## src/design/cprv_pkg.sv

```systemverilog
package cprv_pkg;

	// Fixed widths of the configuration registers and the result
	localparam int LOC_W   = 32;
	localparam int SCALE_W = 31;
	localparam int VAR_W   = 32;
	localparam int CFG_W   = 32;

	localparam logic [LOC_W-1:0]   LOC_RESET   = 32'sh0000_0000;
	localparam logic [SCALE_W-1:0] SCALE_RESET = 31'h0001_0000;

	localparam logic [VAR_W-1:0] VAR_MAX = {1'b0, {(VAR_W-1){1'b1}}};
	localparam logic [VAR_W-1:0] VAR_MIN = {1'b1, {(VAR_W-1){1'b0}}};

	// Register indexes on the configuration channel
	typedef enum logic [0:0] {
		REG_LOCATION = 1'b0,
		REG_SCALE    = 1'b1
	} cprv_reg_t;

	// Control that travels alongside each item through the pipe
	typedef struct packed {
		logic valid;
		logic neg;
	} cprv_ctrl_t;

endpackage

```

## src/design/cprv_prep.sv

```systemverilog
module cprv_prep #(
	parameter int UNIFORM_BITS = 24,
	parameter int PW           = 55,
	parameter int TDW          = 48
) (
	input  logic                        clk,
	input  logic                        arst_n,
	input  logic                        en,
	input  logic                        s_tvalid,
	output logic                        s_tready,
	input  logic [TDW-1:0]              s_tdata,   // first_uniform, second_uniform, zero pad
	input  logic [cprv_pkg::SCALE_W-1:0] scale,
	output cprv_pkg::cprv_ctrl_t        ctrl_out,
	output logic [PW-1:0]               prod_out,
	output logic [UNIFORM_BITS-1:0]     div_out
);
	import cprv_pkg::*;

	localparam int UB = UNIFORM_BITS;
	localparam int SQ_W = 2 * UB;
	localparam logic [UB-1:0]   HALF   = UB'(1) << (UB - 1);
	localparam logic [SQ_W:0]   ONE_SQ = (SQ_W + 1)'(1) << (SQ_W - 2);

	logic [TDW-1:0] skid_q;
	logic           skid_full_q;
	logic           take;
	logic           src_valid;
	logic [TDW-1:0] src_data;
	logic [UB-1:0]  u1, u2, a1, a2;
	logic           zneg1, zneg2;

	// stage registers
	logic          v_s1, neg_s1;
	logic [UB-1:0] a1_s1, a2_s1;
	logic          v_s2, neg_s2;
	logic [PW-1:0] prod_s2;
	logic [SQ_W-1:0] sq1_s2, sq2_s2;
	logic [UB-1:0] a2_s2;
	logic          v_s3, neg_s3;
	logic [PW-1:0] prod_s3;
	logic [UB-1:0] a2_s3;
	logic [SQ_W:0] rsq;

	// skid stage: one beat is held while the pipe is stalled
	assign s_tready  = !skid_full_q;
	assign take      = s_tvalid && s_tready;
	assign src_valid = skid_full_q || s_tvalid;
	assign src_data  = skid_full_q ? skid_q : s_tdata;

	always_ff @(posedge clk or negedge arst_n) begin
		if (!arst_n) begin
			skid_full_q <= 1'b0;
		end else if (en) begin
			skid_full_q <= 1'b0;
		end else if (take) begin
			skid_full_q <= 1'b1;
		end
	end

	always_ff @(posedge clk) begin
		if (take && !en) begin
			skid_q <= s_tdata;
		end
	end

	// centre each sample: magnitude and sign of u - half
	assign u1    = src_data[UB-1:0];
	assign u2    = src_data[2*UB-1:UB];
	assign zneg1 = !u1[UB-1];
	assign zneg2 = !u2[UB-1];
	assign a1    = u1[UB-1] ? (u1 - HALF) : (HALF - u1);
	assign a2    = u2[UB-1] ? (u2 - HALF) : (HALF - u2);

	// valid bits
	always_ff @(posedge clk or negedge arst_n) begin
		if (!arst_n) begin
			v_s1 <= 1'b0;
			v_s2 <= 1'b0;
			v_s3 <= 1'b0;
		end else if (en) begin
			v_s1 <= src_valid;
			v_s2 <= v_s1;
			v_s3 <= v_s2 && (a2_s2 != '0) && !(rsq > ONE_SQ);
		end
	end

	// radius squared of the point
	assign rsq = {1'b0, sq1_s2} + {1'b0, sq2_s2};

	// payload: centre, multiply, radius test
	always_ff @(posedge clk) begin
		if (en) begin
			neg_s1  <= zneg1 ^ zneg2;
			a1_s1   <= a1;
			a2_s1   <= a2;
			neg_s2  <= neg_s1;
			prod_s2 <= PW'(scale) * PW'(a1_s1);
			sq1_s2  <= SQ_W'(a1_s1) * SQ_W'(a1_s1);
			sq2_s2  <= SQ_W'(a2_s1) * SQ_W'(a2_s1);
			a2_s2   <= a2_s1;
			neg_s3  <= neg_s2;
			prod_s3 <= prod_s2;
			a2_s3   <= a2_s2;
		end
	end

	assign ctrl_out.valid = v_s3;
	assign ctrl_out.neg   = neg_s3;
	assign prod_out       = prod_s3;
	assign div_out        = a2_s3;

endmodule

```

## config.mk

```make
export PLATFORM = sky130hd
export DESIGN_NAME = cprv_prep
export DESIGN_NICKNAME = d
export VERILOG_FILES = /design/src/design/cprv_pkg.sv /design/src/design/cprv_prep.sv
export SDC_FILE = /design/constraint.sdc
export NUM_CORES = 2
export LEC_CHECK = 0
export ABC_CLOCK_PERIOD_IN_PS = 7260
export CORE_AREA = 2 2 427 472
export DETAILED_ROUTE_END_ITERATION = 10
export DIE_AREA = 0 0 429 474
export DONT_BUFFER_PORTS = 1
export SLEW_MARGIN = 25
export SYNTH_ARGS = -nofsm -noshare
export SYNTH_HDL_FRONTEND = slang
export SYNTH_SLANG_ARGS = --single-unit
```

## constraint.sdc

```tcl
create_clock -name clk -period 7.26 [get_ports clk]
set_input_delay 1.089 -clock clk [delete_from_list [all_inputs] [get_ports clk]]
set_output_delay 1.089 -clock clk [all_outputs]
set_load 0.01 [all_outputs]
```

==> flow_metrics.py <==
metrics = {
    "floorplanning": {
        "initial_core_util": 0.358,
        "die_area_um2": 203000,
        "rows": 172,
        "fp.dieH_um": 474,
        "dieWidth_um": 429,
        "io_pins": 165,
        "core-area_um2": 199000,
    },
    "worst_setup_path": {
        "critPathMaxFanout": 8,
        "reg2reg_to": "prod_s2[52]",
        "crit_path_start_kind": "flop",
        "path_class": "reg -> reg",
        "required_ns": 7.69,
        "arrival_ns": 7.95,
        "r2r_slack_ns": -0.26,
        "cp-end-kind": "flop",
        "reg2reg_from": "a1_s1[2]",
        "reg2regPathDepth": 25,
    },
    "timing": {
        "min_period_over_period": 1.04,
        "fin_crit_ns": 7.52,
        "fin_ws_ns": -0.262,
        "grt_setup_unrepaired": "true",
        "maxSlewHeadroom": 0.147,
        "holdWs_ns": 0.101,
        "worstMarginPinSlew_ns": 1.28,
        "setup_violations": 16,
        "drv_slew": 0,
        "finalHoldViolCount": 0,
        "fmax_ghz": 0.133,
        "skew_ns": 0.0400,
    },
    "place": {
        "dp_slack_ns": -0.901,
        "port_buffers": 0,
        "dp_hpwl_mm": 148,
        "place_inst": 10300,
        "placed_area_um2": 78500,
        "place_congestion": 0.863,
    },
    "clock_network": {
        "htree_num_levels": 2,
        "cts_hold_buf": 0,
        "path_clk_slew_ns": 0.06,
        "clockBufferDepth": 3,
        "clk_latency_ns": 0.69,
        "cts_num_sinks": 354,
        "cts_buffers": 46,
        "cts_tree": "done",
        "clock-root-buffer": "clkbuf_16",
    },
    "logic_synthesis": {
        "ys_ff_latch": 354,
        "ys_types": 83,
        "synth_top_area_frac": 0.416,
        "synth_nets": 9490,
        "syn_avg_cell_area_um2": 9.69,
        "netlist_instances": 7344,
        "synth_area_um2": 71200,
        "synthTopCellsByArea": "fa_1, edfxtp_1, ha_1, inv_1, and2_1",
        "synth_edf_count": 350,
        "yosys-top-cells-count": "inv_1, fa_1, nand2_1",
        "yosysSeqAreaShare": 0.149,
        "yosysMostFrequentCell": "inv_1",
        "yosys_warnings": 0,
        "async_reset_ff_frac": 0.0113,
        "netlist.top_cell.by_area": "fa_1",
        "synthFlopType": "edfxtp_1",
    },
    "grt": {
        "antenna_found_initial": 6,
        "use_met3": 0.0269,
        "use_met1": 0.230,
        "use_met2": 0.324,
        "grt-busiest-layer": "met2",
        "grt_first_pass_wirelength_mm": 296,
        "overflow": 0,
        "grt_max_degree": 310,
        "grt_usage": 0.183,
        "grt_pass1_vias": 55100,
    },
    "final_layout": {
        "final-instance-count-excl-fill": 10400,
        "nets": 9933,
        "postLayoutCellArea_um2": 82600,
        "areaGrowthSynthToFinish_pct": 16.1,
        "fillers": 19200,
        "layout-drive-gt1-share": 0.138,
    },
    "route": {
        "post-route-drc-count": 0,
        "num_vias": 50200,
        "wl_per_cell_um": 17.5,
        "drt_wl_total_mm": 183,
        "avgViaCountPerCell": 4.81,
        "antenna_left": 0,
        "drt-pass1-iter-count": 8,
        "drt_iter0_drc": 2477,
    },
    "run": {
        "cap_violations": 0,
    },
    "outcome": {
        "status": "finished, violations left",
        "violations": "setup timing",
    },
    "min_path": {
        "hold_class": "in -> async",
    },
}
-- worst max-delay path: stages (launching register included) --
cell	delay, ns
edfxtp_1	0.46
buf_12	0.20
buf_4	0.17
and2_1	0.16
fa_1	0.49
fa_1	0.56
inv_2	0.04
fa_1	0.49
fa_1	0.54
inv_2	0.04
fa_1	0.53
fa_1	0.50
inv_1	0.05
fa_2	0.57
inv_2	0.06
ha_4	0.24
o21ai_2	0.13
nor3_1	0.08
a221oi_2	0.33
o31ai_4	0.17
a21boi_4	0.23
o21ai_2	0.10
o41a_1	0.45
a311o_1	0.34
a21o_1	0.16
xor2_1	0.14
-- metal layers --
metal	wire length [um]	vias to the layer above
li1	-	22900
met1	74500	25800
met2	92900	1117
met3	9400	288
met4	5860	2
met5	17	-
-- sequential cells by signal, indices dropped and copies added, names as in the netlist, 23 cells and up --
signal	flops
prod_out	55
prod_s2	55
skid_q	48
sq1_s2	47
sq2_s2	47
a1_s1	24
a2_s1	24
div_out	24
a2_s2	23
-- cells in the final DEF, fill, tap and decap left out, drive strengths merged, types with 6 or more instances in the layout --
| cell type | synthesis | final |
|---|---|---|
| a211oi | 10 | 10 |
| o211ai | 19 | 19 |
| or3 | 10 | 10 |
| xnor2 | 138 | 138 |
| o31ai | 9 | 9 |
| inv | 1920 | 1929 |
| nand3 | 41 | 41 |
| xor2 | 73 | 73 |
| a21oi | 210 | 210 |
| a221oi | 6 | 6 |
| o21ai | 101 | 101 |
| nor2 | 175 | 175 |
| and3 | 19 | 19 |
| ha | 583 | 583 |
| nor4 | 13 | 13 |
| a211o | 9 | 9 |
| nand2b | 19 | 19 |
| nor3 | 71 | 71 |
| o21a | 25 | 25 |
| or2 | 7 | 7 |
| clkinv | 1 | 17 |
| mux2i | 52 | 52 |
| and2 | 605 | 605 |
| fa | 1480 | 1480 |
| a21boi | 11 | 11 |
| a21o | 85 | 85 |
| nor2b | 37 | 37 |
| buf | 12 | 683 |
| o21bai | 30 | 30 |
| edfxtp | 350 | 350 |
| mux2 | 8 | 8 |
| nand2 | 797 | 797 |
| nand4 | 27 | 27 |
| a31oi | 33 | 33 |
| clkbuf | 280 | 53 |
-- through the flow --
| stage | utilization | TNS (ns) |
|---|---|---|
| CTS | 0.411 | -1.91 |
| global placement | 0.395 | -14.27 |
| global route | 0.416 | -8.02 |
| floorplan | - | -1.38 |
| detailed placement | 0.395 | -15.32 |
| finish | 0.416 | -1.73 |
-- cell families (layout without fill, tap and decap cells) --
logic type / count (synthesis) / count (layout) / share of synthesized area
AO/OA/AOI/OAI: 596 / 596 / 0.0536
multiplexers: 60 / 60 / 0.00858
AND/OR/NAND/NOR: 1847 / 1847 / 0.127
adder cells (fa/ha/maj): 2063 / 2063 / 0.519
flip-flops: 354 / 354 / 0.149
other: 0 / 3 / 0
buffers and inverters: 2213 / 2692 / 0.117
XOR/XNOR: 211 / 211 / 0.0260
-- repair_timing --
| item | CTS | global route |
|---|---|---|
| cloned | 5 | 2 |
| pin swaps | 95 | 171 |
| endpoints found under the setup margin | 37 | 56 |
| buffers inserted | 50 | 32 |
| gates resized for setup | 209 | 213 |
-- worst max-delay path by stage --
stage	end	startpoint	slack, ns
floorplan	prod_s2[52]	scale[6]	-0.47
global placement	prod_s2[52]	scale[5]	-0.94
detailed placement	prod_s2[53]	scale[5]	-0.90
CTS	prod_s2[48]	a1_s1[0]	-0.24
global route	prod_s2[51]	a1_s1[5]	-0.47
finish	prod_s2[52]	a1_s1[2]	-0.26
-- cell type report --
| cell class | instances | area [um2] | area share |
|---|---|---|---|
| multi-input combinational | 4777 | 53600 | 0.649 |
| sequential | 354 | 10600 | 0.129 |
| inverter | 1921 | 7210 | 0.0873 |
| timing repair buffer | 687 | 6320 | 0.0765 |
| tap | 2610 | 3270 | 0.0395 |
| clock buffer | 51 | 1170 | 0.0142 |
| clock inverter | 33 | 377 | 0.00456 |
| antenna | 3 | 7.51 | 0.0000909 |
Power is left out: the tool's default activity adds up to more than one toggle a clock period on the data nets, which glitch-free logic cannot reach.
