--- src/design/cprv_pkg.sv ---
package cprv_pkg;

	// Fixed widths of the configuration registers and the result
	localparam int LOC_W   = 32;
	localparam int SCALE_W = 31;
	localparam int VAR_W   = 32;
	localparam int CFG_W   = 32;

	localparam logic [LOC_W-1:0]   LOC_RESET   = 32'sh0000_0000;
	localparam logic [SCALE_W-1:0] SCALE_RESET = 31'h0001_0000;

	localparam logic [VAR_W-1:0] VAR_MAX = {1'b0, {(VAR_W-1){1'b1}}};
	localparam logic [VAR_W-1:0] VAR_MIN = {1'b1, {(VAR_W-1){1'b0}}};

	// Register indexes on the configuration channel
	typedef enum logic [0:0] {
		REG_LOCATION = 1'b0,
		REG_SCALE    = 1'b1
	} cprv_reg_t;

	// Control that travels alongside each item through the pipe
	typedef struct packed {
		logic valid;
		logic neg;
	} cprv_ctrl_t;

endpackage

--- src/design/cprv_div_cell.sv ---
module cprv_div_cell #(
	parameter int UNIFORM_BITS = 24,
	parameter int PW           = 55
) (
	input  logic                     clk,
	input  logic                     arst_n,
	input  logic                     en,
	input  cprv_pkg::cprv_ctrl_t     ctrl_in,
	input  logic [UNIFORM_BITS-1:0]  rem_in,
	input  logic [PW-1:0]            num_in,
	input  logic [UNIFORM_BITS-1:0]  div_in,
	output cprv_pkg::cprv_ctrl_t     ctrl_out,
	output logic [UNIFORM_BITS-1:0]  rem_out,
	output logic [PW-1:0]            num_out,
	output logic [UNIFORM_BITS-1:0]  div_out
);
	import cprv_pkg::*;

	localparam int UB = UNIFORM_BITS;

	logic             valid_q;
	logic             neg_q;
	logic [UB-1:0]    rem_q;
	logic [PW-1:0]    num_q;
	logic [UB-1:0]    div_q;
	logic [UB:0]      r_sh;
	logic [UB:0]      r_sub;
	logic             ge;

	// one restoring step: bring down the next dividend bit, try the subtract
	assign r_sh  = {rem_in, num_in[PW-1]};
	assign r_sub = r_sh - {1'b0, div_in};
	assign ge    = r_sh >= {1'b0, div_in};

	always_ff @(posedge clk or negedge arst_n) begin
		if (!arst_n) begin
			valid_q <= 1'b0;
		end else if (en) begin
			valid_q <= ctrl_in.valid;
		end
	end

	// quotient bits shift in at the bottom as the dividend leaves the top
	always_ff @(posedge clk) begin
		if (en) begin
			neg_q <= ctrl_in.neg;
			rem_q <= ge ? r_sub[UB-1:0] : r_sh[UB-1:0];
			num_q <= {num_in[PW-2:0], ge};
			div_q <= div_in;
		end
	end

	assign ctrl_out.valid = valid_q;
	assign ctrl_out.neg   = neg_q;
	assign rem_out        = rem_q;
	assign num_out        = num_q;
	assign div_out        = div_q;

endmodule

--- config.mk ---
export PLATFORM = sky130hd
export DESIGN_NAME = cprv_div_cell
export DESIGN_NICKNAME = d
export VERILOG_FILES = /design/src/design/cprv_pkg.sv /design/src/design/cprv_div_cell.sv
export SDC_FILE = /design/constraint.sdc
export NUM_CORES = 1
export LEC_CHECK = 0
export BUFFER_PORTS_ARGS = -buffer_cell sky130_fd_sc_hd__buf_2
export CAP_MARGIN = 20
export CELL_PAD_IN_SITES_DETAIL_PLACEMENT = 1
export CELL_PAD_IN_SITES_GLOBAL_PLACEMENT = 2
export CORE_MARGIN = 3
export CORE_UTILIZATION = 34
export CTS_BUF_LIST = sky130_fd_sc_hd__clkbuf_4
export CTS_CLUSTER_SIZE = 10
export DETAILED_ROUTE_END_ITERATION = 10
export HOLD_SLACK_MARGIN = 0.02
export PLACE_DENSITY = 0.87
export SLEW_MARGIN = 20
export SYNTH_ARGS = -nofsm -noshare
export SYNTH_HDL_FRONTEND = slang
export SYNTH_SLANG_ARGS = --single-unit
--- constraint.sdc ---
create_clock -name clk -period 2.3 [get_ports clk]
set_clock_uncertainty 0.2 [all_clocks]
set_input_delay 0.345 -clock clk [delete_from_list [all_inputs] [get_ports clk]]
set_output_delay 0.345 -clock clk [all_outputs]
set_load 0.01 [all_outputs]
==> results of run 1 <==
routing by layer:
layer / share of wire / global-route usage
met1: 0.40 / 0.297
met4: 0.025 / 0.0692
met2: 0.52 / 0.450
met5: 0 / 0
met3: 0.055 / 0.0416
power by group:
part	internal, µW	leakage [µW]	switching (µW)
clock	361	0.0000767	740
sequential	2320	0.00103	62.9
combinational	753	0.00267	747
total	3440	0.00378	1550
stage by stage:
stage	util	setup WS (ns)	cell area (µm²)	setup TNS (ns)
after floorplan	-	-0.307	5320	-3.21
after global placement	0.500	-0.709	7350	-12.17
after detailed placement	0.500	-0.674	7350	-12.89
after CTS	0.573	0.00123	8420	0
after global routing	0.587	-0.0263	8630	-0.0684
final	0.587	-0.0169	8630	-0.0169
critical path: stages:
cell and delay (ns):
buf_2 0.11, ha_1 0.37, buf_4 0.19, and3_4 0.17
a311oi_2 0.29, a21boi_1 0.35, buf_4 0.19, buf_4 0.15
nand3_1 0.12, o31ai_1 0.12
state kept, by name, indices dropped and copies added (netlist names):
signal,flops
rem_out,24
div_out,24
valid_q,1
num_out,55
neg_q,1
final timing paths:
kind,start,cells after the start,endpoint
min in group asynchronous,arst_n,3,valid_q$_DFFE_PN0P_
worst max-delay path,rem_in[9],10,rem_out[17]$_DFFE_PP_
worst max register to register,valid_q$_DFFE_PN0P_,1,valid_q$_DFFE_PN0P_
max in group asynchronous,arst_n,3,valid_q$_DFFE_PN0P_
worst min-delay path,rem_in[15],3,rem_out[16]$_DFFE_PP_
worst min register to register,valid_q$_DFFE_PN0P_,1,valid_q$_DFFE_PN0P_
cells in the mapped netlist, types with 2 or more instances:
| master | count |
|---|---|
| o31a_1 | 4 |
| xnor2_1 | 8 |
| a21oi_1 | 24 |
| nand3_1 | 16 |
| o221ai_1 | 4 |
| nand4_1 | 7 |
| o211ai_1 | 3 |
| mux2_4 | 5 |
| mux2_2 | 6 |
| nor2_1 | 10 |
| or3_1 | 4 |
| ha_1 | 24 |
| o21ai_0 | 14 |
| xor2_1 | 3 |
| o211a_1 | 2 |
| and2_1 | 2 |
| o21a_1 | 9 |
| nand2_1 | 16 |
| a211oi_1 | 3 |
| o2111ai_1 | 3 |
| edfxtp_1 | 104 |
| a21boi_0 | 3 |
| o31ai_1 | 7 |
| a31oi_1 | 2 |
| nor3b_1 | 2 |
| and3_1 | 6 |
| inv_1 | 33 |
| buf_6 | 3 |
| nor3_1 | 13 |
| or2_2 | 2 |
| buf_4 | 2 |
| buf_2 | 5 |
| clkbuf_1 | 6 |
| nor2b_1 | 4 |
timing repair:
item	in CTS	in global routing
hold endpoints to repair	90	0
hold buffers	91	0
endpoints found under the setup margin	9	21
resized for setup	2	29
gates cloned	0	0
pin swaps	0	9
buffers inserted	0	10
cell families after synthesis:
| family | count (synthesis) | share of synthesized area |
|---|---|---|
| DFF | 105 | 0.610 |
| AOI/OAI and AO/OA | 96 | 0.141 |
| buffers and inverters | 51 | 0.0482 |
| adders and majority gates | 25 | 0.0620 |
| and+or+nand+nor | 88 | 0.0930 |
| muxes | 11 | 0.0276 |
| xor gates and xnor gates | 11 | 0.0187 |
layout make-up:
type,count,area (µm²),area share
Inverter,34,150,0.0174
Tap cell,184,230,0.0267
Timing Repair Buffer,428,2930,0.340
Multi-Input combinational cell,231,2020,0.234
Antenna cell,1,2.50,0.000290
Clock inverter,6,76.3,0.00885
Sequential cell,105,3150,0.365
Clock buffer,10,75.1,0.00870
==> results.toml, run 1 <==
[power]
vdd.ir_drop.worst_mv = 0.274
power_density_nw_per_um2 = 578
totalPowerFinal_uw = 4990
leakagePower_uw = 0.00378

[timing]
finalWorstPathRequiredPeriod_ns = 2.32
worst-slew-pin-transition_ns = 0.484
setup_violations = 1
holdWs_ns = 0.0585
max_freq_mhz = 432
max_slew_margin = 0.669
final.period_utilization = 1.01
hold_viol_final = 0
worst_slack_ns = -0.0169
timing_max_transition_violations_final = 0

[global_routing]
first_global_vias = 5388
grt_overflow_total = 0
grt_antenna_before_repair = 1
global_route_wire_length_before_repair_um = 30900
grt_usage = 0.246
grt_max_degree = 35

[drt]
vias = 5049
detailedRoute.firstPassIterationCount = 4
first_iter_violations = 339
drc_errors = 0
antenna_left = 0
drt-vias-per-instance = 5.05
wire_per_inst_um = 21.7
postRouteWirelength_um = 21700

[placed_design]
placed_cells_incl_taps = 881
count_of_port_buffers_added_during_placement = 212
dp.final_hpwl_um = 14500
finalWeightedCongestion = 0.837

[die]
num_io_pins = 213
floorplan.core_area_um2 = 14700
chipWidth_um = 129
rows = 44
floorplan.initialDensity = 0.351
floorplan.die_area_um2 = 16700
chipHeight_um = 129

[run]
timing.max_cap.violations = 0

[worst_hold_path]
hold_path.class = "input port to register"

[synth]
synthesized_netlist_net_count = 520
postSynth.topFlopCell = "edfxtp_1"
yosysWarningCount = 0
yosys.area.top_type = "edfxtp_1"
post-synth-top-area-fraction = 0.605
synthesis.area_um2 = 5160
synth_seq_area_share = 0.610
postSynthRegisterBits = 105
synth_top_cells_by_area = "edfxtp_1, ha_1, inv_1"
number_of_synthesized_flops_with_an_enable_pin = 104
synthArstFlopShare = 0.00952
avgSynthCellArea_um2 = 13.3
synth.lib_cells_used.distinct = 62
synthCells = 387

[clock_tree]
cts_max_level = 3
cts_tree = "built"
cts-buffers-inserted = 9
worstSkewPairLatency_ns = 0.49
clockBufferDepth = 2
clk_root_buffer_cell = "clkbuf_4"
cts.sink_count = 105
cts.clk_slew.worst_paths_ns = 0.19

[status]
failing_checks = "setup timing"
run_status = "finished with violations"

[layout]
num-fill-cells = 1575
layout_common_cells = "buf_2, buf_4, edfxtp_1"
finalNetCount = 942
drive_above_1_share = 0.511
syn_to_final_growth_pct = 67.1
final_cells = 999
mostFrequentLayoutCell = "buf_2"

[critical_path]
startpoint_type = "input port"
critical_path_peak_fanout = 6
worstPathRequired_ns = 2.39
end_kind = "register"
criticalPathCategory = "input port to register"
r2r_setup_slack_ns = 1.33
worst_ep_arrival_time_ns = 2.40
No activity file was read; power rests on OpenSTA's default activity.
==> run 2, diff against run 1 <==
SKIP_CTS_REPAIR_TIMING = 1   (was unset)
==> results.toml, run 2 (synthesis gave the netlist of run 1 again) <==
[status]
run_status = "finished with violations"
failing_checks = "setup timing"

[layout]
storage_element_area_um2 = 3150
mostFrequentLayoutCell = "buf_2"
largest_register_ff_count = 55
syn_to_final_growth_pct = 66.1
num-fill-cells = 1580
final_core_util = 0.584
layout_common_cells = "buf_2, buf_4, edfxtp_1"
drive_above_1_share = 0.501
multi_input_area_um2 = 1980
finalNetCount = 940

[drt]
vias = 5075
met1_length_um = 8670
highest-signal-layer = "met4"
postRouteWirelength_um = 22000
antenna_left = 0
met3_wirelength_um = 1370
first_iter_violations = 265
drt-vias-per-instance = 5.08
wl_met2_um = 11400
detailedRoute.firstPassIterationCount = 5
wire_per_inst_um = 22.0
drc_errors = 0

[critical_path]
criticalPathCategory = "input port to register"
startpoint_type = "input port"
end_kind = "register"
cp_slowest_cell = "a2111oi_4"
path_cells = "buf_2, inv_2, ha_4, nor2b_4, o21bai_4, a2111oi_4, buf_4, o311ai_1, buf_4, and3_1, a31o_2"
worst_ep_arrival_time_ns = 2.46
critical_path_peak_fanout = 6
total_buffers_and_inverters_traversed_by_the_critical_path = 4
critPathLaunch = "div_in[1]"
critical-path-top-delay-family = "compound AO/OA/AOI/OAI gates"
worstPathRequired_ns = 2.38
critical_path.most_common_cell = "buf_4"
launch_point_of_the_worst_reg_to_reg_path = "valid_q$_DFFE_PN0P_"
delay_contributed_by_the_slowest_stage_of_the_critical_path_ns = 0.42

[global_routing]
first_global_vias = 4822
grt_overflow_total = 0
grt_antenna_before_repair = 3
global_route_wire_length_before_repair_um = 26400
grt_usage = 0.207
grt_max_degree = 35

[timing]
timing_max_transition_violations_final = 0
max_freq_mhz = 420
setup_violations = 11
setup_total_negative_slack_ns = -0.335
worst_slack_ns = -0.0800
finalWorstPathRequiredPeriod_ns = 2.38
max_slew_margin = 0.645
rsz0062_at_grt = "true"
final.period_utilization = 1.03
hold_viol_final = 0
worst-slew-pin-transition_ns = 0.532

[clock_tree]
cts.sink_count = 105
clk_root_buffer_cell = "clkbuf_4"
cts.clk_slew.worst_paths_ns = 0.19
cts_tree = "built"
cts-buffers-inserted = 9
worstSkewPairLatency_ns = 0.48
clockBufferDepth = 2
cts_max_level = 3

[placed_design]
dp.final_hpwl_um = 14500
placement.setup.worst_slack_ns = -0.674
count_of_port_buffers_added_during_placement = 212
finalWeightedCongestion = 0.837

[die]
chipHeight_um = 129
floorplan.die_area_um2 = 16700
num_io_pins = 213
rows = 44
floorplan.initialDensity = 0.351
floorplan.core_area_um2 = 14700
chipWidth_um = 129

[run]
timing.max_cap.violations = 0

[power]
vdd.ir_drop.worst_mv = 0.280
leakagePower_uw = 0.00377
power_density_nw_per_um2 = 577

[worst_hold_path]
hold_path.class = "input port to register"
hold_path.startpoint = "rem_in[15]"
run 2: cell type report:
class / instances / area share
clock buffer: 10 / 0.00875
antenna: 3 / 0.000875
timing repair buffer: 426 / 0.339
tap: 184 / 0.0268
multi-input combinational: 231 / 0.231
sequential: 105 / 0.367
inverter: 34 / 0.0175
clock inverter: 6 / 0.00890
run 2: final timing paths:
kind	end	slack, ns	depth (start not counted)
max in group asynchronous	valid_q$_DFFE_PN0P_	1.30	3
min in group asynchronous	valid_q$_DFFE_PN0P_	0.49	3
hold / removal	rem_out[16]$_DFFE_PP_	0.06	3
hold reg to reg	valid_q$_DFFE_PN0P_	0.36	1
setup / recovery	rem_out[14]$_DFFE_PP_	-0.08	11
setup reg to reg	valid_q$_DFFE_PN0P_	1.32	1
run 2: layer usage:
layer  track usage  vias to the layer above
met5             0                        -
met4        0.0525                        0
met3        0.0458                       34
met2         0.382                      207
met1         0.245                     2508
li1              -                     2326
run 2: power by group:
| group | internal, µW | leakage [µW] | switching (µW) |
|---|---|---|---|
| Clock | 361 | 0.0000767 | 716 |
| Combinational | 745 | 0.00267 | 747 |
| Sequential | 2320 | 0.00103 | 61.8 |
| Total | 3430 | 0.00377 | 1520 |
run 2: stage by stage:
step / power, µW / hold slack, ns / cell area (µm²) / instances
floorplan: 3020 / -0.151 / 5320 / 387
global placement: 3660 / -0.0809 / 7350 / 881
detailed placement: 3700 / -0.0754 / 7350 / 881
CTS: 4750 / -0.634 / 7500 / 897
global route: 5180 / 0.0397 / 8580 / 999
finish: 4950 / 0.0570 / 8580 / 999
