## config.mk

```make
export PLATFORM = sky130hd
export DESIGN_NAME = cprv_out
export DESIGN_NICKNAME = d
export VERILOG_FILES = /design/src/design/cprv_pkg.sv /design/src/design/cprv_out.sv
export SDC_FILE = /design/constraint.sdc
export NUM_CORES = 1
export LEC_CHECK = 0
export BUFFER_PORTS_ARGS = -buffer_cell sky130_fd_sc_hd__buf_4
export CORE_MARGIN = 4
export CORE_UTILIZATION = 59
export CTS_BUF_LIST = sky130_fd_sc_hd__clkbuf_8 sky130_fd_sc_hd__clkbuf_16
export DETAILED_ROUTE_END_ITERATION = 8
export GPL_TIMING_DRIVEN = 0
export MAX_ROUTING_LAYER = met4
export PLACE_DENSITY = 0.84
export SKIP_CTS_REPAIR_TIMING = 1
export SLEW_MARGIN = 20
export SYNTH_ARGS = -nofsm -noshare
export SYNTH_HDL_FRONTEND = slang
export SYNTH_SLANG_ARGS = --single-unit
export TNS_END_PERCENT = 30
```

## constraint.sdc

```tcl
create_clock -name clk -period 2 [get_ports clk]
set_input_delay 0.1 -clock clk [delete_from_list [all_inputs] [get_ports clk]]
set_output_delay 0.1 -clock clk [all_outputs]
set_load 0.02 [all_outputs]
```

## src/design/cprv_pkg.sv

```systemverilog
package cprv_pkg;

	// Fixed widths of the configuration registers and the result
	localparam int LOC_W   = 32;
	localparam int SCALE_W = 31;
	localparam int VAR_W   = 32;
	localparam int CFG_W   = 32;

	localparam logic [LOC_W-1:0]   LOC_RESET   = 32'sh0000_0000;
	localparam logic [SCALE_W-1:0] SCALE_RESET = 31'h0001_0000;

	localparam logic [VAR_W-1:0] VAR_MAX = {1'b0, {(VAR_W-1){1'b1}}};
	localparam logic [VAR_W-1:0] VAR_MIN = {1'b1, {(VAR_W-1){1'b0}}};

	// Register indexes on the configuration channel
	typedef enum logic [0:0] {
		REG_LOCATION = 1'b0,
		REG_SCALE    = 1'b1
	} cprv_reg_t;

	// Control that travels alongside each item through the pipe
	typedef struct packed {
		logic valid;
		logic neg;
	} cprv_ctrl_t;

endpackage

```

## src/design/cprv_out.sv

```systemverilog
module cprv_out #(
	parameter int PW = 55
) (
	input  logic                       clk,
	input  logic                       arst_n,
	input  cprv_pkg::cprv_ctrl_t       ctrl_in,
	input  logic [PW-1:0]              quot,
	input  logic [cprv_pkg::LOC_W-1:0] location,
	output logic                       en,
	output logic                       m_tvalid,
	input  logic                       m_tready,
	output logic [cprv_pkg::VAR_W-1:0] m_tdata,   // variate
	output logic                       m_tuser    // saturated
);
	import cprv_pkg::*;

	localparam int SW = PW + 2;

	logic             m_tvalid_q;
	logic [VAR_W-1:0] variate_q;
	logic             sat_q;
	logic [SW-1:0]    loc_ext;
	logic [SW-1:0]    q_ext;
	logic [SW-1:0]    term;
	logic [SW-1:0]    sum;
	logic [SW-VAR_W:0] hi;
	logic             in_range;

	// pipe moves whenever the output register is free or being drained
	assign en = !m_tvalid_q || m_tready;

	// add location, then clamp to 32 bits
	assign loc_ext  = {{(SW-LOC_W){location[LOC_W-1]}}, location};
	assign q_ext    = {2'b00, quot};
	assign term     = ctrl_in.neg ? (~q_ext + SW'(1)) : q_ext;
	assign sum      = loc_ext + term;
	assign hi       = sum[SW-1:VAR_W-1];
	assign in_range = (&hi) || !(|hi);

	always_ff @(posedge clk or negedge arst_n) begin
		if (!arst_n) begin
			m_tvalid_q <= 1'b0;
		end else if (en) begin
			m_tvalid_q <= ctrl_in.valid;
		end
	end

	always_ff @(posedge clk) begin
		if (en) begin
			sat_q <= !in_range;
			if (in_range) begin
				variate_q <= sum[VAR_W-1:0];
			end else if (sum[SW-1]) begin
				variate_q <= VAR_MIN;
			end else begin
				variate_q <= VAR_MAX;
			end
		end
	end

	assign m_tvalid = m_tvalid_q;
	assign m_tdata  = variate_q;
	assign m_tuser  = sat_q;

endmodule

```

==> results of run 1 <==
## power groups by stage
stage,Combinational [mW],Clock [mW],Sequential [mW]
after floorplan,2.23,0,1.24
after global placement,3.47,0,1.04
after detailed placement,3.52,0,1.05
after CTS,3.55,1.00,1.04
after global routing,4.25,1.04,1.05
final,3.97,1.00,1.04
## cell families (layout without fill, tap and decap cells)
kind of cell / after synthesis / count (layout) / synth area share (%)
compound gates: 311 / 311 / 30.65
buf+inv: 70 / 222 / 4.251
xor+xnor: 93 / 93 / 11.90
mux: 8 / 8 / 1.179
fa+ha+maj: 61 / 61 / 11.00
simple gates: 359 / 359 / 26.51
flops: 34 / 34 / 14.51
## sequential cells by signal (all words and copies together), names as in the netlist
register and cells:
m_tdata 32, m_tuser 1, m_tvalid 1
## cells in the mapped netlist (all sizes together) (9+ instances only)
library cell	n
a211oi	12
a21o	14
a21oi	76
buf	12
clkbuf	38
edfxtp	33
ha	60
inv	20
nand2	121
nand3	18
nand4	41
nor2	70
nor3	21
nor4	13
o211ai	26
o21ai	69
o31ai	34
or2	9
or3	17
xnor2	78
xor2	15
## cell type report
class	instances	area, µm²
multi-input cells	832	5908
fillers	934	2728
repair buffers	147	1160
flip-flops and latches	34	1016
plain buffers	47	256.5
well taps	143	178.9
clock buffers	5	125.1
inverters	20	75.07
clock inverters	3	68.82
## final timing paths
| kind | cells after the start | end | start | slack (ns) |
|---|---|---|---|---|
| hold / removal | 2 | m_tvalid | ctrl_in[1] | 0.03 |
| hold reg to reg | 2 | m_tvalid | m_tvalid | 1.13 |
| min in group asynchronous | 2 | m_tvalid | arst_n | 0.14 |
| max in group asynchronous | 2 | m_tvalid | arst_n | 1.78 |
| setup reg to reg | 1 | m_tdata[6] | m_tvalid | 0.60 |
| setup / recovery | 26 | m_tdata[8] | quot[2] | -3.76 |
## per-stage QoR
stage               power, mW  util (%)  instance area, µm²  setup WS [ns]  hold slack, ns
floorplan               3.474         -                7032         -3.402         -0.1956
global placement        4.511     70.83                8157         -4.587         -0.1232
detailed placement      4.574     70.85                8159         -4.645         -0.1230
CTS                     5.587     72.53                8353         -4.401         -0.4110
global route            6.339     76.31                8788         -3.867         0.02409
finish                  6.010     76.31                8788         -3.757         0.02708
## routing by layer
layer	share of wire [%]	vias up	track usage [%]	routed length, µm
met2	42	506	47.78	10250
li1	-	3893	-	-
met4	2.0	0	6.651	484
met3	12	42	6.170	2995
met1	44	3813	50.68	10610
met5	0	-	-	0
==> impl_metrics.sql, run 1 <==
INSERT INTO impl_metrics (metric_group, metric, value, unit) VALUES
('power', 'power_frac_clock', '16.7', '%'),
('logic_synthesis', 'synth_top_area_share', '14.15', '%'),
('clock_network', 'tritoncts_buffer_count', '5', ''),
('setup_path', 'timing.critical_path.to_type', 'flip-flop', ''),
('power', 'swShare', '46.35', '%'),
('timing', 'timing.final.max_slew_violations', '0', ''),
('setup_path', 'critical_path.max_stage_delay', '0.50', 'ns'),
('clock_network', 'cts_buffer_depth', '2', ''),
('setup_path', 'crit_buf_inv', '6', ''),
('route', 'num_vias', '8254', ''),
('setup_path', 'start_kind', 'input port', ''),
('power', 'power.sequential.fraction', '17.3', '%'),
('timing', 'timing.final.hold_violations', '0', ''),
('clock_network', 'clock_sink_count', '34', ''),
('global_routing', 'grt_max_degree', '36', ''),
('timing', 'clock_skew', '0.003680', 'ns'),
('floorplan', 'pin_count', '127', ''),
('global_routing', 'first_global_vias', '6966', ''),
('route', 'remaining_drc_errors', '0', ''),
('logic_synthesis', 'ys.flop_type', 'edfxtp_1', ''),
('final_layout', 'insertedDiodeCount', '0', ''),
('setup_path', 'critPathMostFrequentCell', 'buf_6', ''),
('placed_design', 'hpwl', '19430', 'µm'),
('clock_network', 'ctsRootBufferMaster', 'clkbuf_16', ''),
('setup_path', 'criticalPathCategory', 'in -> reg', ''),
('timing', 'fmax', '0.1737', 'GHz'),
('power', 'power.share.combinational', '66.0', '%'),
('route', 'drt-total-wl', '24350', 'µm'),
('power', 'power_per_cell_area', '683.8', 'nW/µm²'),
('floorplan', 'initial_core_utilization', '60.82', '%'),
('power', 'p_switching', '2.785', 'mW'),
('setup_path', 'cpMaxStageDelayCell', 'or4_4', ''),
('clock_network', 'worstSkewPairLatency', '0.28', 'ns'),
('worst_hold_path', 'hold_path_class', 'in -> reg', ''),
('power', 'vdd_drop_max', '0.0004974', 'V'),
('timing', 'post_route_fraction_of_the_period_consumed_by_the_critical_path', '287.9', '%'),
('logic_synthesis', 'post_synthesis_net_count', '1089', ''),
('final_layout', 'layout-drive-gt1-share', '22.06', '%'),
('outcome', 'status', 'finished with violations', ''),
('logic_synthesis', 'synth-seq-cells', '34', ''),
('setup_path', 'critical-path-top-delay-family', 'simple AND/OR/NAND/NOR gates', ''),
('final_layout', 'final_common_cell', 'buf_4', ''),
('clock_network', 'cts_tree', 'yes', ''),
('global_routing', 'grt_overflow', '0', ''),
('logic_synthesis', 'post_synth_instance_area', '7004', 'µm²'),
('logic_synthesis', 'number_of_synthesized_flops_with_an_enable_pin', '33', ''),
('route', 'route.antenna.remaining_nets', '0', ''),
('global_routing', 'grt_first_pass_wirelength', '35940', 'µm'),
('logic_synthesis', 'synth_top_cell_by_area', 'edfxtp_1', ''),
('clock_network', 'h_tree_levels', '2', ''),
('timing', 'grt_setup_unrepaired', 'yes', ''),
('logic_synthesis', 'synth_seq_area_share', '14.51', '%'),
('route', 'first_iter_violations', '894', ''),
('floorplan', 'die_h', '117.0', 'µm'),
('timing', 'timing_worst_slew_pin_value', '0.8501', 'ns'),
('placed_design', 'gp_congestion', '0.9698', ''),
('outcome', 'violated_checks', 'setup timing', ''),
('logic_synthesis', 'synthTopCellsByArea', 'edfxtp_1 (14%), ha_1 (11%), xnor2_1 (9.6%), nand2_1 (6.5%), a21oi_1 (5.4%)', ''),
('final_layout', 'most-common-layout-cells', 'buf_4 (141), nand2_1 (121), xnor2_1 (75), a21oi_1 (69), nor2_1 (67)', ''),
('timing', 'timing.final.ws_setup', '-3.757', 'ns'),
('timing', 'timing.max_slew.rel_slack', '43.33', '%'),
('floorplan', 'core_area', '11520', 'µm²'),
('power', 'p_leak', '3.313', 'nW'),
('timing', 'finalSetupTns', '-122.10', 'ns'),
('final_layout', 'design.final.nets', '1240', ''),
('logic_synthesis', 'syn-mean-instance-area', '7.483', 'µm²'),
('logic_synthesis', 'ys.warnings.count', '0', ''),
('logic_synthesis', 'proportion_of_synthesized_flip_flops_having_asynchronous_set_or_reset', '2.941', '%'),
('floorplan', 'die_width', '117.0', 'µm'),
('timing', 'report.final.setup_viol', '33', ''),
('global_routing', 'antenna_found_initial', '0', '');
Power figures use the tool's default switching activity.
==> inputs of run 2 (changes only) <==
- clock period: 2 -> 5.7 ns (I/O delays scaled with it)
==> run 2 against run 1 <==
Net effect: the run still ends with setup timing left; clock power fell by 74%; core utilization fell by 0.38 points; first-iteration DRC count rose by 26%; global-route usage rose by 0.41 points; clock skew rose by 0.0011 ns; final cell count rose by 0.16%; worst hold slack improved by 0.17 ns; via count rose by 0.51%; setup slack improved by 3.3 ns; critical path depth fell by 2.
==> impl_metrics.sql, run 2 (synthesized netlist as in run 1, its figures left out) <==
INSERT INTO impl_metrics (metric_group, metric, value, unit) VALUES
('outcome', 'status', 'finished with violations', ''),
('outcome', 'violated_checks', 'setup timing', ''),
('timing', 'timing.final.ws_setup', '-0.4455', 'ns'),
('clock_network', 'h_tree_levels', '2', ''),
('timing', 'timing_worst_slew_pin_value', '0.8008', 'ns'),
('route', 'first_pass_iters', '6', ''),
('clock_network', 'cts.clk_slew.worst_paths', '0.05', 'ns'),
('route', 'vias_per_cell', '6.728', ''),
('setup_path', 'cp.required', '5.71', 'ns'),
('route', 'route.antenna.remaining_nets', '0', ''),
('floorplan', 'core_area', '11520', 'µm²'),
('setup_path', 'r2r_slack', '4.61', 'ns'),
('worst_hold_path', 'hold_path.startpoint', 'ctrl_in[1]', ''),
('route', 'route.layer.met1.wl', '11070', 'µm'),
('clock_network', 'ctsRootBufferMaster', 'clkbuf_16', ''),
('final_layout', 'insertedDiodeCount', '0', ''),
('placed_design', 'numPortBuffers', '126', ''),
('floorplan', 'fp.dieArea', '13680', 'µm²'),
('worst_hold_path', 'holdPathStages', '2', ''),
('final_layout', 'flip_flop_count_of_the_largest_register_all_copies_and_words_added', '32', ''),
('timing', 'fmax', '0.1627', 'GHz'),
('route', 'remaining_drc_errors', '0', ''),
('global_routing', 'grt_first_pass_wirelength', '36360', 'µm'),
('setup_path', 'reg2regPathDepth', '2', ''),
('power', 'vdd_drop_max', '0.0001789', 'V'),
('final_layout', 'layout_utilization', '75.93', '%'),
('global_routing', 'antenna_found_initial', '0', ''),
('route', 'num_vias', '8296', ''),
('clock_network', 'cts_tree', 'yes', ''),
('floorplan', 'initial_core_utilization', '60.82', '%'),
('clock_network', 'tritoncts_buffer_count', '5', ''),
('route', 'dr_wl_met2', '10640', 'µm'),
('route', 'first_iter_violations', '1129', ''),
('final_layout', 'most-common-layout-cells', 'buf_4 (140), nand2_1 (121), xnor2_1 (75), a21oi_1 (70), nor2_1 (68)', ''),
('final_layout', 'area_delta_synth_final', '24.85', '%'),
('floorplan', 'die_width', '117.0', 'µm'),
('route', 'drt-total-wl', '25040', 'µm'),
('final_layout', 'fill_cells', '940', ''),
('setup_path', 'timing.critical_path.to_type', 'flip-flop', ''),
('placed_design', 'placed_cells', '1206', ''),
('final_layout', 'final_cells', '1233', ''),
('global_routing', 'grtUsageTotal', '34.32', '%'),
('placed_design', 'gp_congestion', '0.9946', ''),
('worst_hold_path', 'worstHoldEndpoint', 'm_tvalid', ''),
('timing', 'timing.final.max_slew_violations', '0', ''),
('power', 'p_leak', '3.330', 'nW'),
('timing', 'whs', '0.2002', 'ns'),
('flow_run', 'cap_violations', '0', ''),
('power', 'finalPower', '2.032', 'mW'),
('global_routing', 'grt_overflow', '0', ''),
('timing', 'grt_setup_unrepaired', 'yes', ''),
('timing', 'clock_skew', '0.004737', 'ns'),
('floorplan', 'num_rows', '39', ''),
('power', 'power_per_cell_area', '232.4', 'nW/µm²'),
('final_layout', 'final_common_cell', 'buf_4', ''),
('global_routing', 'first_global_vias', '7113', ''),
('setup_path', 'reg2reg_from', 'm_tvalid', ''),
('timing', 'fin_crit', '6.145', 'ns'),
('setup_path', 'cp.arrival', '6.15', 'ns'),
('clock_network', 'worstSkewPairLatency', '0.28', 'ns'),
('global_routing', 'grt_max_degree', '31', ''),
('timing', 'report.final.setup_viol', '32', ''),
('final_layout', 'design.final.nets', '1242', ''),
('timing', 'timing.final.hold_violations', '0', ''),
('setup_path', 'criticalPathCategory', 'in -> reg', ''),
('route', 'routed_wire_length_per_instance', '20.30', 'µm'),
('setup_path', 'r2r-end', 'm_tdata[14]', ''),
('route', 'route.top_layer_used', 'met4', ''),
('worst_hold_path', 'hold_path_class', 'in -> reg', ''),
('floorplan', 'die_h', '117.0', 'µm'),
('route', 'dr_wl_met3', '2708', 'µm'),
('setup_path', 'cp_max_fo', '10', ''),
('timing', 'post_route_fraction_of_the_period_consumed_by_the_critical_path', '107.8', '%'),
('timing', 'timing.max_slew.rel_slack', '46.05', '%'),
('floorplan', 'pin_count', '127', ''),
('placed_design', 'hpwl', '19300', 'µm'),
('final_layout', 'layout-drive-gt1-share', '21.28', '%'),
('clock_network', 'cts_buffer_depth', '2', ''),
('setup_path', 'start_kind', 'input port', ''),
('clock_network', 'clock_sink_count', '34', '');
[run 2: cell types whose count changed in the layout (fill, tap and decap cells not counted), sizes merged]
cell and change:
bufinv -2, buf +1, clkinv +1, inv +1
clkbuf +1
[run 2: worst max-delay path by stage]
stage / end / from / cells after the start
3_3_place_gp: m_tdata[9] / quot[10] / 23
4_1_cts: m_tdata[9] / quot[10] / 23
2_1_floorplan: m_tdata[12] / quot[2] / 24
5_1_grt: m_tdata[0] / quot[20] / 24
6_report: m_tdata[0] / quot[20] / 24
3_5_place_dp: m_tdata[9] / quot[10] / 23
[run 2: routing by layer]
metal  vias up  GRT usage [%]
met5         -              -
met4         0          6.040
met3        62          4.987
met2       533          49.64
li1       3886              -
met1      3815          51.30
[run 2: power breakdown]
part | total [mW] | internal, mW | switching (mW)
clock | 0.257 | 0.158 | 0.0994
sequential | 0.365 | 0.348 | 0.0177
combinational | 1.41 | 0.536 | 0.874
total | 2.03 | 1.04 | 0.991
[run 2: through the flow]
step	setup WS (ns)	cell area (µm²)	setup TNS [ns]
after floorplan	0.01285	7010	0
after global placement	-1.148	8135	-35.87
after detailed placement	-1.144	8158	-35.64
after CTS	-0.9630	8295	-29.65
after global routing	-0.5830	8745	-17.11
final	-0.4455	8745	-12.41
[run 2: layout make-up]
type,instances,area [µm²],share of cell area (%)
Buffer,48,254.0,2.905
Clock buffer,5,125.1,1.431
Clock inverter,3,12.51,0.1431
Inverter,20,75.07,0.8585
Multi-Input combinational cell,832,5894,67.41
Sequential cell,34,1016,11.62
Tap cell,143,178.9,2.046
Timing Repair Buffer,148,1189,13.59
[run 2: critical path, cell delays in order]
cell,delay (ns)
buf_4,0.12
nor4_2,0.42
nand4b_1,0.23
or3_4,0.45
or2_4,0.24
or3_4,0.35
or2_1,0.23
buf_6,0.13
o21ai_0,0.21
xnor2_1,0.13
ha_1,0.28
clkbuf_1,0.45
nand2_1,0.22
o21ai_0,0.29
nor3_1,0.10
a221oi_2,0.35
a211oi_1,0.11
xnor2_1,0.17
nor4_1,0.32
nand4_1,0.25
o31ai_4,0.34
buf_6,0.20
clkbuf_16,0.15
o211ai_1,0.10
